[src/sv/ostt_pkg.sv]
// Shared types, constants and token helper for the one-shot token table.
package ostt_pkg;

  localparam int TABLE_SLOTS = 32;
  localparam int TOKEN_BYTES = 8;
  localparam int SLOT_W      = (TABLE_SLOTS > 1) ? $clog2(TABLE_SLOTS) : 1;
  localparam logic [SLOT_W-1:0] LAST_SLOT = SLOT_W'(TABLE_SLOTS - 1);

  localparam int CFG_IDX_W = 2;
  localparam logic [CFG_IDX_W-1:0] CFG_BYPASS_CHECK     = 2'd0;
  localparam logic [CFG_IDX_W-1:0] CFG_ACCEPT_UNMATCHED = 2'd1;

  localparam logic OP_INSERT = 1'b0;
  localparam logic OP_CHECK  = 1'b1;

  typedef struct packed {
    logic [31:0] guid;
    logic [31:0] user;
    logic [31:0] clan;
    logic [63:0] token;
  } entry_t;

  typedef struct packed {
    logic        bypass_check;
    logic        accept_unmatched;
  } cfg_t;

  typedef struct packed {
    logic [31:0] guid;
    logic [31:0] user;
    logic [31:0] clan;
    logic        found;
    logic        accepted;
  } res_t;

  typedef struct packed {
    logic              wr_en;
    logic [SLOT_W-1:0] wr_addr;
    entry_t            wr_data;
    logic              rd_en;
    logic [SLOT_W-1:0] rd_addr;
  } ram_req_t;

  // Keeps the bytes before the first zero byte, within TOKEN_BYTES; the rest read as zero.
  function automatic logic [63:0] norm_token(input logic [63:0] t);
    logic [63:0] r;
    logic        keep;
    r    = '0;
    keep = 1'b1;
    for (int i = 0; i < TOKEN_BYTES; i++) begin
      keep = keep & (t[8*i +: 8] != 8'h00);
      if (keep) begin
        r[8*i +: 8] = t[8*i +: 8];
      end
    end
    return r;
  endfunction

endpackage

[src/sv/ostt_ctrl.sv]
// Sequencer: slot valid bits, insert and check scans, result and output registers.
module ostt_ctrl
  import ostt_pkg::*;
(
  input  logic     clk,
  input  logic     rst,
  input  logic     in_valid,
  output logic     in_ready,
  input  logic     in_op,
  input  entry_t   in_entry,
  input  cfg_t     cfg,
  output ram_req_t ram_req,
  input  entry_t   ram_rd_data,
  output logic     out_valid,
  input  logic     out_ready,
  output res_t     out_res
);

  localparam logic [1:0] ST_IDLE = 2'd0;
  localparam logic [1:0] ST_INS  = 2'd1;
  localparam logic [1:0] ST_CHK  = 2'd2;
  localparam logic [1:0] ST_DONE = 2'd3;

  logic [1:0]             state;
  logic [TABLE_SLOTS-1:0] valid;
  logic [SLOT_W-1:0]      idx;
  logic [SLOT_W-1:0]      idx_q;
  logic                   issue_done;
  logic                   rd_pend;
  entry_t                 item;
  res_t                   res;
  logic                   hit;
  logic                   out_free;

  assign in_ready = (state == ST_IDLE);
  assign out_free = !out_valid || out_ready;
  assign hit      = rd_pend && valid[idx_q] && (ram_rd_data.token == item.token);

  always_comb begin
    ram_req         = '0;
    ram_req.wr_data = item;
    ram_req.rd_addr = idx;
    ram_req.wr_addr = idx;
    if (state == ST_INS) begin
      ram_req.wr_en = 1'b1;
      // A full table sends the new token to slot 0.
      if (valid[idx] && idx == LAST_SLOT) begin
        ram_req.wr_addr = '0;
      end
      if (valid[idx] && idx != LAST_SLOT) begin
        ram_req.wr_en = 1'b0;
      end
    end
    if (state == ST_CHK) begin
      ram_req.rd_en = !issue_done;
    end
  end

  always_ff @(posedge clk) begin
    if (rst) begin
      state      <= ST_IDLE;
      valid      <= '0;
      out_valid  <= 1'b0;
      idx        <= '0;
      issue_done <= 1'b0;
      rd_pend    <= 1'b0;
    end else begin
      if (state == ST_DONE && out_free) begin
        out_valid <= 1'b1;
      end else if (out_ready) begin
        out_valid <= 1'b0;
      end
      case (state)
        ST_IDLE: begin
          if (in_valid) begin
            idx        <= '0;
            issue_done <= 1'b0;
            rd_pend    <= 1'b0;
            if (in_op == OP_INSERT) begin
              res   <= '0;
              state <= ST_INS;
            end else if (cfg.bypass_check) begin
              res.accepted <= 1'b1;
              res.found    <= 1'b0;
              res.clan     <= '0;
              res.user     <= '0;
              res.guid     <= '0;
              state        <= ST_DONE;
            end else begin
              res   <= '0;
              state <= ST_CHK;
            end
          end
        end
        ST_INS: begin
          if (!valid[idx]) begin
            valid[idx]   <= 1'b1;
            res.accepted <= 1'b1;
            state        <= ST_DONE;
          end else if (idx == LAST_SLOT) begin
            res.accepted <= 1'b1;
            state        <= ST_DONE;
          end else begin
            idx <= idx + 1'b1;
          end
        end
        ST_CHK: begin
          // Reads are issued one slot a cycle; each is compared when its data returns.
          if (!issue_done) begin
            idx_q   <= idx;
            rd_pend <= 1'b1;
            if (idx == LAST_SLOT) begin
              issue_done <= 1'b1;
            end else begin
              idx <= idx + 1'b1;
            end
          end else begin
            rd_pend <= 1'b0;
          end
          if (hit) begin
            valid[idx_q] <= 1'b0;
            res.accepted <= 1'b1;
            res.found    <= 1'b1;
            res.clan     <= ram_rd_data.clan;
            res.user     <= ram_rd_data.user;
            res.guid     <= ram_rd_data.guid;
            state        <= ST_DONE;
          end else if (rd_pend && idx_q == LAST_SLOT) begin
            res.accepted <= cfg.accept_unmatched;
            state        <= ST_DONE;
          end
        end
        ST_DONE: begin
          if (out_free) begin
            state <= ST_IDLE;
          end
        end
        default: begin
          state <= ST_IDLE;
        end
      endcase
    end
  end

  always_ff @(posedge clk) begin
    if (in_valid && in_ready) begin
      item.token <= norm_token(in_entry.token);
      item.clan  <= in_entry.clan;
      item.user  <= in_entry.user;
      item.guid  <= in_entry.guid;
    end
    if (state == ST_DONE && out_free) begin
      out_res <= res;
    end
  end

endmodule

[config.mk]
export PLATFORM = sky130hd
export DESIGN_NAME = ostt_ctrl
export DESIGN_NICKNAME = d
export VERILOG_FILES = /design/src/sv/ostt_pkg.sv /design/src/sv/ostt_ctrl.sv
export SDC_FILE = /design/constraint.sdc
export NUM_CORES = 1
export LEC_CHECK = 0
export BUFFER_PORTS_ARGS = -buffer_cell sky130_fd_sc_hd__buf_2
export CORE_AREA = 3 3 235 237
export CTS_CLUSTER_SIZE = 12
export DETAILED_ROUTE_END_ITERATION = 10
export DIE_AREA = 0 0 238 240
export PLACE_DENSITY = 0.59
export RECOVER_POWER = 100
export SETUP_SLACK_MARGIN = 0.3
export SKIP_LAST_GASP = 1
export SYNTH_ARGS = -nofsm -noshare
export SYNTH_HDL_FRONTEND = slang
export SYNTH_SLANG_ARGS = --single-unit
export TNS_END_PERCENT = 1
[constraint.sdc]
create_clock -name clk -period 19.2 [get_ports clk]
set_clock_uncertainty 0.2 [all_clocks]
set_input_delay 1.92 -clock clk [delete_from_list [all_inputs] [get_ports clk]]
set_output_delay 1.92 -clock clk [all_outputs]
set_load 0.02 [all_outputs]
==> results.sh <==
export IMPL_final_nets=1945
export IMPL_p_leak_nw=7.197
export IMPL_worst_pin_slew_ps=4237
export IMPL_violations="capacitance limit, slew limit"
export IMPL_gp_congestion=0.9342
export IMPL_finalNonFillerCells=2338
export IMPL_clk_latency_ps=570
export IMPL_grt_overflow=0
export IMPL_setup_violations=0
export IMPL_dieWidth_um=238
export IMPL_slew_headroom_pct=-182.5
export IMPL_synth_warnings=0
export IMPL_path_clk_slew_ps=60
export IMPL_core_mm2=0.05350
export IMPL_rows=85
export IMPL_syn_nets=1344
export IMPL_num_fill_cells=5237
export IMPL_grt_pass1_vias=11240
export IMPL_fin_tns_setup_ps=0
export IMPL_worst_setup_path_start_kind="register"
export IMPL_path_class="reg -> reg"
export IMPL_layout_drive_gt1_share_pct=23.90
export IMPL_crit_arrival_ps=9380
export IMPL_drt_antenna_violating_nets=0
export IMPL_multi_input_area_mm2=0.003622
export IMPL_ir_drop_v=0.00008072
export IMPL_clock_sinks=403
export IMPL_preCtsSetupSlack_ps=13380
export IMPL_post_route_period_util_pct=49.55
export IMPL_min_path_type="reg -> reg"
export IMPL_dp_hpwl_mm=40.86
export IMPL_cts_made_buffers=45
export IMPL_rsz0062_at_grt="false"
export IMPL_grt_max_degree=110
export IMPL_ff_latch_area_mm2=0.01168
export IMPL_root_buffer="clkbuf_16"
export IMPL_io_pins=599
export IMPL_syn_area_per_cell_um2=15.51
export IMPL_end_kind="register"
export IMPL_placedCellCount=2258
export IMPL_final_setup_worst_slack_ps=9687
export IMPL_wl_per_cell_um=22.82
export IMPL_die_area_mm2=0.05712
export IMPL_cts_resized=0
export IMPL_maxCapViolCount=9
export IMPL_synth_edf_count=361
export IMPL_hold_buffers=0
export IMPL_clock_path_buffers=3
export IMPL_final_common_cell="edfxtp_1"
export IMPL_power_density_mw_per_mm2=136.2
export IMPL_vias=11040
export IMPL_drcViolationCount=0
export IMPL_yosys_most_used_dff="edfxtp_1"
export IMPL_synth_cell_area_mm2=0.01563
export IMPL_cts_htree_levels=2
export IMPL_areaGrowthSynthToFinish_pct=30.09
export IMPL_final_hold_violation_count=0
export IMPL_port_buffers=598
export IMPL_ys_ff_latch=403
export IMPL_fmax_mhz=105.1
export IMPL_async_reset_ff_share_pct=0
export IMPL_min_period_ps=9513
export IMPL_track_usage_pct=17.89
export IMPL_vias_per_cell=4.721
export IMPL_finalWirelength_mm=53.35
export IMPL_status="finished, violations left"
export IMPL_initial_core_util_pct=29.22
export IMPL_layout_common_cells="edfxtp_1 (361), buf_2 (313), clkbuf_1 (309), and2_0 (100), clkbuf_16 (45)"
export IMPL_required_ps=19070
export IMPL_die_height_um=240
export IMPL_cts_setup_buffers=0
export IMPL_dr_pass1_iters=5
export IMPL_synth_cells=1008
export IMPL_worstPathMaxFanout=109
export IMPL_synthDistinctLibCells=53
export IMPL_slew_viol_final=537
export IMPL_cts_tree="built"
export IMPL_grt_pass1_wl_mm=74.84
export IMPL_ys_seq_area_share_pct=74.73
export IMPL_drt_initial_drc_count=850
export IMPL_antenna_found_initial=10
per-layer routing:
metal  track usage (%)  part of all wire [%]  vias up
met5                 0                  0.19        -
met4             7.623                   4.0       14
met3             4.875                   8.9      102
met2             30.71                    49      630
met1             21.26                    38     5299
li1                  -                     -     4993
logic make-up (layout without fill, tap and decap cells):
kind of cell             after synthesis  in the layout  share of synthesized area, %
adder cells (fa/ha/maj)                9              9                        0.7204
AO/OA/AOI/OAI                        108            108                         4.731
XOR/XNOR                              49             49                         2.746
multiplexers                          33             33                         2.417
AND/OR/NAND/NOR                      326            326                         12.54
other                                  0              2                             0
buffers and inverters                 80            712                         2.113
flip-flops                           403            403                         74.73
through the flow:
step           instance area, um2  util (%)  power, mW  hold WS, ps
4_1_cts                     20740     38.77      2.808        208.5
3_3_place_gp                19360     36.20      1.973        200.5
6_report                    20330     38.01      2.769        211.8
3_5_place_dp                19360     36.20      1.986        204.5
2_1_floorplan               15630         -      1.727        200.3
5_1_grt                     20330     38.01      2.899        217.6
synthesized netlist by cell type, drive strengths merged, types with 12 or more instances:
library cell  number  area, um2
nand2             18      67.56
and3              21      131.4
a211oi            14      117.6
xnor2             17      148.9
nand2b            12      75.07
and2             141      882.1
edfxtp           361      10840
nor2b             14      87.58
nor3              15      90.09
xor2              32      280.3
inv               26      97.59
dfxtp             42      840.8
clkbuf            42      157.7
o22ai             13      81.33
nor4              38      237.7
nor2              22      82.58
nand3             13      65.06
o21ai             17      85.08
a31oi             22      137.6
mux2i             22      220.2
a21oi             15      75.07
buf               12      75.07
sequential cells by signal, indices dropped and copies added (netlist names):
| signal | count |
|---|---|
| idx | 5 |
| idx_q | 5 |
| issue_done | 1 |
| out_res | 98 |
| out_valid | 1 |
| ram_req | 160 |
| rd_pend | 1 |
| res | 98 |
| state | 2 |
| valid | 32 |
area by class of cell:
| class | count | area share [%] |
|---|---|---|
| Sequential cell | 403 | 57.45 |
| Multi-Input combinational cell | 525 | 17.81 |
| Timing Repair Buffer | 608 | 13.19 |
| Clock buffer | 61 | 5.833 |
| Tap cell | 696 | 4.283 |
| Clock inverter | 17 | 0.9291 |
| Inverter | 26 | 0.4861 |
| Antenna cell | 2 | 0.02461 |
power breakdown:
part | switching (mW) | internal, mW | total, mW
Sequential | 0.0983 | 1.25 | 1.35
Combinational | 0.455 | 0.154 | 0.609
Clock | 0.349 | 0.463 | 0.812
worst max-delay path, cell delays in order, from the launching register on:
cell and delay (ps):
dfxtp_1 330, inv_1 110, ha_1 150, clkbuf_1 2850, o21ai_0 890, a211oi_4 390
clkbuf_1 970, clkbuf_1 3030
worst paths after layout:
kind	startpoint	endpoint	slack, ps	cells past startpoint
max	state[0]	res[21]	9690	7
min	res[6]	out_res[6]	210	0
max reg2reg	state[0]	res[21]	9690	7
min reg2reg	res[6]	out_res[6]	210	0
Power figures use the tool's default switching activity.
